### config.mk
export PLATFORM = sky130hd
export DESIGN_NAME = fxalu_fifo
export DESIGN_NICKNAME = d
export VERILOG_FILES = /design/src/hw/rtl/fxalu_pkg.sv /design/src/hw/rtl/fxalu_fifo.sv
export SDC_FILE = /design/constraint.sdc
export NUM_CORES = 1
export LEC_CHECK = 0
export ABC_AREA = 1
export BUFFER_PORTS_ARGS = -buffer_cell sky130_fd_sc_hd__buf_2
export CAP_MARGIN = 20
export CORE_ASPECT_RATIO = 2
export CORE_MARGIN = 8
export CORE_UTILIZATION = 25
export CTS_CLUSTER_DIAMETER = 200
export DETAILED_ROUTE_END_ITERATION = 6
export PLACE_DENSITY_LB_ADDON = 0.08
export SETUP_SLACK_MARGIN = 0.15
export SLEW_MARGIN = 20
export SYNTH_ARGS = -nofsm -noshare
export SYNTH_HDL_FRONTEND = slang
export SYNTH_SLANG_ARGS = --single-unit
### constraint.sdc
create_clock -name clk -period 3.35 [get_ports clk]
set_clock_uncertainty 0.2 [all_clocks]
set_input_delay 0.335 -clock clk [delete_from_list [all_inputs] [get_ports clk]]
set_output_delay 0.335 -clock clk [all_outputs]
set_load 0.005 [all_outputs]
### src/hw/rtl/fxalu_pkg.sv
package fxalu_pkg;

  localparam int FRACTION_BITS_DEF = 8;
  localparam int WORD_BITS_DEF     = 32;
  localparam int FIFO_DEPTH        = 2;

  typedef enum logic [3:0] {
    OP_ADD   = 4'd0,
    OP_SUB   = 4'd1,
    OP_MUL   = 4'd2,
    OP_DIV   = 4'd3,
    OP_MIN   = 4'd4,
    OP_MAX   = 4'd5,
    OP_INC   = 4'd6,
    OP_DEC   = 4'd7,
    OP_FROMI = 4'd8,
    OP_TOI   = 4'd9,
    OP_NONE  = 4'd15
  } op_t;

  typedef struct packed {
    op_t  op;
    logic lt;
    logic eq;
    logic gt;
  } cls_t;

endpackage

### src/hw/rtl/fxalu_fifo.sv
module fxalu_fifo #(
  parameter int DW = 8
) (
  input  logic          clk,
  input  logic          rst_n,
  input  logic          push,
  input  logic [DW-1:0] wdata,
  output logic          full,
  output logic          pop,
  output logic [DW-1:0] rdata
);

  localparam int AW = $clog2(fxalu_pkg::FIFO_DEPTH);
  localparam int CW = $clog2(fxalu_pkg::FIFO_DEPTH + 1);

  logic [DW-1:0] mem [fxalu_pkg::FIFO_DEPTH];
  logic [AW-1:0] wp_r, rp_r;
  logic [CW-1:0] cnt_r;

  assign full  = cnt_r == CW'(fxalu_pkg::FIFO_DEPTH);
  // back end never stalls: drain whenever something is held
  assign pop   = cnt_r != '0;
  assign rdata = mem[rp_r];

  always_ff @(posedge clk) begin
    if (!rst_n) begin
      wp_r  <= '0;
      rp_r  <= '0;
      cnt_r <= '0;
    end else begin
      if (push) wp_r <= wp_r + 1'b1;
      if (pop)  rp_r <= rp_r + 1'b1;
      cnt_r <= cnt_r + CW'(push) - CW'(pop);
    end
  end

  always_ff @(posedge clk) begin
    if (push) mem[wp_r] <= wdata;
  end

endmodule

==> summary.md <==
| Metric | Value |
|---|---|
| TNS Setup | 0 ns |
| Site Rows | 29 |
| P&R area growth vs syn | 21.6% |
| Synthesized area per cell | 11.3 sq um |
| Mapped Cells | 71 |
| Worst setup EP type | output port |
| Buffers plus inverters on the worst setup path | 1 |
| Max_slew headroom | 0.556 |
| Inserted Clock Buffers | 3 |
| Part of the cycle the worst path needs | 0.507 |
| Clk pin slew, worst setup/hold paths | 0.07 ns |
| Routed WL | 1.42 mm |
| Vias in the first global route | 546 |
| Final Max Tran Viols | 0 |
| Final Worst Setup Slack | 1.65 ns |
| R2R cell count | 1 |
| Average vias per placed instance | 4.12 |
| Critical path arrival | 1.16 ns |
| Req. time, crit path | 2.81 ns |
| Clock sink count | 21 |
| Fraction of layout cells with a size suffix above 1 | 0.255 |
| Critical path startpoint category | flop |
| Largest delay share family, worst path | flip-flops |
| Unique masters post-synth | 11 |
| Grt ovf | 0 |
| Chip Width | 56.0 microns |
| CTS root buffer | clkbuf_8 |
| Placed instance count | 121 |
| I/O pin total | 21 |
| Hold WC Path Type | in -> reg |
| Vias | 515 |
| Status | complete, no violations |
| # fillers | 338 |
| CTS Buffer Depth | 2 |
| Remaining antenna violation count | 0 |
| Sequential area share after synthesis | 0.726 |
| Max Freq | 589 MHz |
| Worst hold path stage count | 1 |
| Leakage | 0.442 nW |
| Max Cap Viol | 0 |
| Worst-Skew Late Latency | 0.25 ns |
| Initial core utilization | 0.256 |
| Port buffer count | 20 |
| Minimum clock period | 1.70 ns |
| Post-CTS Resized | 0 |
| Warnings, synthesis | 0 |
| Drt initial violations | 7 |
| Setup slack after placement | 1.75 ns |
| Fin. Hold Viols | 0 |
| Wire per inst | 11.4 microns |
| Syn nets | 83 |
| R2R setup slack | 1.93 ns |
| H-tree levels | 1 |
| Initial antenna violation count | 0 |
| Crit Path Max Fanout | 16 |
| DR DRC count | 0 |
| Worst-Margin Slew | 0.663 ns |
| Post-Route Utilization | 0.312 |
| Hold_buf cts | 0 |
| Critical path's slowest cell | dfxtp_1 |
| Die area | 5370 sq um |
| CORE AREA | 3120 sq um |
| WP depth | 2 |
| Power Total | 0.497 mW |
| Unrepaired setup endpoints after global routing | no |
| VDD IR max | 241 uV |
| Largest net degree at the start of global routing | 17 |
| Critical Path, Cell by Cell | o21ai_0, buf_2 |
| Setup bufs post-CTS | 0 |
| Global-route wire length before repair | 2.29 mm |
| Placer Congestion | 0.586 |
| CTS tree | built |
| Flops & latches, synth | 21 |
| Power per cell area | 511 nW/um^2 |
| Nets | 107 |
| Ant diodes | 0 |
| Final count of negative-setup-slack endpoints | 0 |
| Die Span Y | 96.0 microns |
| Post-DP HPWL | 1.12 mm |
| GRT Overall Usage | 0.0545 |
| Post-Syn Area | 800 sq um |
| CP peak stage delay | 0.60 ns |
| Crit Path Category | reg -> out |
| Drt first pass iters | 3 |
| Final cell count without fillers | 125 |
==> where the power goes <==
group / internal (mW) / total (mW) / switching [mW]
clock: 0.0844 / 0.158 / 0.0735
combinational: 0.0165 / 0.0372 / 0.0206
sequential: 0.295 / 0.302 / 0.00698
==> final timing paths <==
check / startpoint / end
worst max-delay path: flop / rdata[6]
worst min-delay path: wdata[0] / mem[1][0]
worst max register to register: wp_r / mem[0][7]
worst min register to register: wp_r / wp_r
==> metrics by stage <==
step                hold WS, ns  cell area (sq um)
finish                   0.0726                972
global route             0.0647                972
CTS                      0.0661                972
detailed placement        0.306                927
global placement          0.290                927
floorplan                 0.228                800
==> routing by layer <==
metal,vias to the layer above,GRT usage,part of all wire
met5,-,0,0
met4,0,0.0423,0.015
met3,2,0.0172,0.051
met2,12,0.102,0.55
met1,231,0.0457,0.38
li1,270,-,-
==> cells by family (layout without fill, tap and decap cells) <==
family	after synthesis	count (layout)	share of synthesized area
buffers and inverters	15	38	0.0798
adders and majority gates	1	1	0.0156
and+or+nand+nor	25	25	0.122
AOI/OAI and AO/OA	9	9	0.0563
DFF	21	21	0.726
==> cells in the mapped netlist, drive strengths merged <==
cell / instances / share of area
nor2: 10 / 0.050
o21ai: 8 / 0.050
buf: 1 / 0.014
nand2: 14 / 0.066
ha: 1 / 0.016
inv: 14 / 0.066
dfxtp: 5 / 0.13
nand3: 1 / 0.0063
edfxtp: 16 / 0.60
a21oi: 1 / 0.0063
==> layout make-up <==
| class | instances | area [sq um] | area share |
|---|---|---|---|
| inverter | 14 | 52.6 | 0.0541 |
| clock buffer | 4 | 45.0 | 0.0463 |
| sequential | 21 | 581 | 0.597 |
| timing repair buffer | 20 | 100 | 0.103 |
| tap | 31 | 38.8 | 0.0399 |
| multi-input combinational | 35 | 155 | 0.160 |
==> cells in the final DEF (no fill, tap or decap) <==
cell | synthesis | routed
buf_2 | 0 | 20
edfxtp_1 | 16 | 16
inv_1 | 14 | 14
nand2_1 | 14 | 14
nor2_1 | 9 | 9
o21ai_0 | 8 | 8
dfxtp_1 | 5 | 5
clkbuf_8 | 0 | 3
nor2_2 | 1 | 1
a21oi_1 | 1 | 1
nand3_1 | 1 | 1
ha_1 | 1 | 1
clkbuf_1 | 0 | 1
==> sequential cells by signal (all words and copies together), names as in the netlist, named ones only <==
register and flops:
cnt_r 2, wp_r 1, rp_r 1, mem 16
Power figures use the tool's default switching activity.
