`src/hw/rtl/fxalu_pkg.sv`:
```
package fxalu_pkg;

  localparam int FRACTION_BITS_DEF = 8;
  localparam int WORD_BITS_DEF     = 32;
  localparam int FIFO_DEPTH        = 2;

  typedef enum logic [3:0] {
    OP_ADD   = 4'd0,
    OP_SUB   = 4'd1,
    OP_MUL   = 4'd2,
    OP_DIV   = 4'd3,
    OP_MIN   = 4'd4,
    OP_MAX   = 4'd5,
    OP_INC   = 4'd6,
    OP_DEC   = 4'd7,
    OP_FROMI = 4'd8,
    OP_TOI   = 4'd9,
    OP_NONE  = 4'd15
  } op_t;

  typedef struct packed {
    op_t  op;
    logic lt;
    logic eq;
    logic gt;
  } cls_t;

endpackage

```
`src/hw/rtl/fxalu_front.sv`:
```
module fxalu_front #(
  parameter int WORD_BITS = fxalu_pkg::WORD_BITS_DEF
) (
  input  logic                        clk,
  input  logic                        rst_n,
  input  logic                        start,
  output logic                        busy,
  input  logic [3:0]                  in_command,
  input  logic signed [WORD_BITS-1:0] in_operand_a,
  input  logic signed [WORD_BITS-1:0] in_operand_b,
  input  logic                        q_full,
  output logic                        q_push,
  output fxalu_pkg::cls_t             q_cls,
  output logic [WORD_BITS-1:0]        q_a,
  output logic [WORD_BITS-1:0]        q_b
);

  logic                 v_r;
  fxalu_pkg::cls_t      cls_r, cls_nxt;
  logic [WORD_BITS-1:0] a_r, b_r;
  logic                 take;

  assign busy   = v_r && q_full;
  assign take   = start && !busy;
  assign q_push = v_r && !q_full;
  assign q_cls  = cls_r;
  assign q_a    = a_r;
  assign q_b    = b_r;

  always_comb begin
    if (in_command inside {[fxalu_pkg::OP_ADD:fxalu_pkg::OP_TOI]}) begin
      cls_nxt.op = fxalu_pkg::op_t'(in_command);
    end else begin
      cls_nxt.op = fxalu_pkg::OP_NONE;
    end
    cls_nxt.lt = in_operand_a < in_operand_b;
    cls_nxt.eq = in_operand_a == in_operand_b;
    cls_nxt.gt = in_operand_a > in_operand_b;
  end

  always_ff @(posedge clk) begin
    if (!rst_n) begin
      v_r <= 1'b0;
    end else if (take) begin
      v_r <= 1'b1;
    end else if (q_push) begin
      v_r <= 1'b0;
    end
  end

  always_ff @(posedge clk) begin
    if (take) begin
      cls_r <= cls_nxt;
      a_r   <= in_operand_a;
      b_r   <= in_operand_b;
    end
  end

endmodule

```
`config.mk`:
```
export PLATFORM = sky130hd
export DESIGN_NAME = fxalu_front
export DESIGN_NICKNAME = d
export VERILOG_FILES = /design/src/hw/rtl/fxalu_pkg.sv /design/src/hw/rtl/fxalu_front.sv
export SDC_FILE = /design/constraint.sdc
export NUM_CORES = 1
export LEC_CHECK = 0
export BUFFER_PORTS_ARGS = -buffer_cell sky130_fd_sc_hd__buf_2
export CAP_MARGIN = 10
export CORE_ASPECT_RATIO = 1.2
export CORE_UTILIZATION = 45
export CTS_BUF_LIST = sky130_fd_sc_hd__clkbuf_8
export DETAILED_ROUTE_END_ITERATION = 10
export PLACE_DENSITY = 0.75
export SLEW_MARGIN = 5
export SYNTH_ARGS = -nofsm -noshare
export SYNTH_HDL_FRONTEND = slang
export SYNTH_SLANG_ARGS = --single-unit
```
`constraint.sdc`:
```
create_clock -name clk -period 5.6 [get_ports clk]
set_input_delay 1.12 -clock clk [delete_from_list [all_inputs] [get_ports clk]]
set_output_delay 1.12 -clock clk [all_outputs]
set_load 0.03 [all_outputs]
```
==> metrics.txt <==
Max stage delay cell, worst path=a221o_1; IO Count=145; vias in the first global route=2065; number of synthesized register bits=72; WL final=6230 um; core area=6490 sq um; largest net degree at the start of global routing=47; Total GRT Usage=18.6%; Die H=92.1 um; Max stage delay on crit path=0.34 ns; PD cells=319 nW/um^2; CTS tree=yes; Worst Path Max Fanout=2; share of cells above drive strength 1=46.1%; Routed Antenna Nets=0; total via count in the routed design=2134; top cell type's share of synthesized area=70.1%; setup_tns=0 ns; f_max=354 MHz; post-CTS sizing=0; area leader, netlist=edfxtp_1; crit end category=register; maximum vdd drop=0.198 mV; H-tree level count=3; Post-Synthesis Cells=198; drt first pass iters=4; Reg clk slew, reported paths=0.07 ns; Antenna Cells=0; leakage=0.00195 uW; per-cell routed wire length=14.1 um; Worst Skew=0.00435 ns; Clock Tree Buf Depth=2; antenna violations before repair=0; fin crit share=50.4%; placer congestion estimate=0.725; status=complete, no violations; DR vias/cell=4.82; Setup-failing EPs final=0; Slew @ Worst Pin=0.734 ns; CTS Root Cell=clkbuf_8; final hold vios=0; DRC Markers=0; Slew Limit Fails=0; starting density of the core=46.9%; area of the mapped netlist=3040 sq um; Final min period=2.82 ns; hold crit path type=reg2reg; NumNets Final=457; Layout Utilization=63.4%; post-cts hold buffer count=0; WHS=0.666 ns; startpoint types=primary input; port bufs=144; RSZ-0062 raised after global routing=no; clk sinks=72; dpl hpwl=4900 um; Max-cap violations=0; Site Rows=32; setup bufs post-CTS=0; Synth Net Count=302; die area=7100 sq um; area grow syn2layout=35.2%; synthesized area per cell=15.4 sq um; first-pass GRT wire length=9700 um; kind of critical path=in2reg; CP Data Required Time=5.70 ns; post-synthesis sequential area ratio=70.7%; post-synth cell types=27; Yosys warning total=0; Data arrival, critical path=2.92 ns; CP Cell Sequence=buf_2 -> ha_1 -> a21o_1 -> a221o_1 -> a221oi_2 -> o21ai_1 -> or3_1 -> and2_1; Max-slew headroom=50.9%; remaining global-route overflow=0; width of the die=77.1 um; top cells by area, synth=edfxtp_1 70%, ha_1 13%, inv_1 4.2%, a21oi_1 1.6%, nand4_1 1.0%; clk_lat worst skew=0.33 ns; Detailed Route Iter0 Violations=59; CTS Buf Count=9
-- logic make-up after synthesis --
group	after synthesis	synth area share, %
AO/OA/AOI/OAI	29	6.21
adder cells (fa/ha/maj)	32	13.2
buffers and inverters	35	4.32
flip-flops	72	70.7
AND/OR/NAND/NOR	30	5.59
-- placed cells by master, fill, tap and decap left out, types with 2 or more instances in the layout --
cell type,n
nand2_1,8
a21o_1,4
edfxtp_1,71
or3_1,2
inv_1,34
clkinv_1,2
a21oi_1,10
o21ai_0,6
a21o_2,2
buf_2,144
nand2b_1,4
nand3_1,2
nand4_1,5
clkbuf_8,9
bufinv_16,3
ha_1,32
and2_1,2
a221oi_1,2
-- worst max-delay path: cells and delay by family --
family / cells / cell delay (ns)
adders and majority gates: 1 / 0.30
and+or+nand+nor: 2 / 0.49
buffers and inverters: 1 / 0.11
AOI/OAI and AO/OA: 4 / 0.90
-- metal layers --
layer  global-route usage [%]  part of all wire [%]
met5                        0                     0
met2                     31.9                    52
met4                     8.65                   1.9
met3                     5.67                   6.9
met1                     21.2                    40
-- area by class of cell --
class,count,area (sq um)
clock buffers,9,124
clock inverters,7,110
fillers,546,2370
inverters,34,128
multi-input cells,91,767
flip-flops and latches,72,2150
well taps,85,106
repair buffers,145,728
-- path summary, 6_finish.rpt --
check | start | endpoint | slack, ns | depth (start not counted)
setup / recovery | in_operand_a[25] | q_cls[2]$_DFFE_PP_ | 2.78 | 8
hold / removal | v_r$_SDFFE_PN0P_ | v_r$_SDFFE_PN0P_ | 0.67 | 2
setup reg to reg | v_r$_SDFFE_PN0P_ | q_a[5]$_DFFE_PP_ | 3.52 | 3
hold reg to reg | v_r$_SDFFE_PN0P_ | v_r$_SDFFE_PN0P_ | 0.67 | 2
-- cells in the mapped netlist --
cell type  instances
inv_1             34
nor4_1             1
dfxtp_1            1
and2_1             2
a21oi_1           10
and2_2             1
nand3_1            2
o21ai_0            6
nand2_1            8
nor2_1             1
clkbuf_1           1
o21a_1             1
a221oi_1           2
edfxtp_1          71
a21o_1             4
nand2b_1           4
nor3_2             1
nand4_1            5
o21ai_1            1
ha_1              32
a221o_1            1
a221oi_2           1
and4_1             1
nor2b_1            2
a31oi_1            1
a21o_2             2
or3_1              2
-- through the flow --
stage	total power [uW]	instance area (sq um)	worst slack [ns]	instances
2_1_floorplan	773	3040	0.524	198
3_3_place_gp	842	3880	2.47	427
3_5_place_dp	848	3880	2.42	427
4_1_cts	1320	4120	2.77	443
5_1_grt	1370	4120	2.68	443
6_report	1310	4120	2.78	443
-- flip-flops by register name (all words and copies together), names as in the netlist --
name and flops:
v_r 1, q_b 32, q_cls 7, q_a 32
-- where the power goes --
part,switching [uW],internal (uW),total [uW]
logic,131,65.7,196
registers,7.11,631,638
clock network,186,292,478
total,324,988,1310
Power figures use the tool's default switching activity.
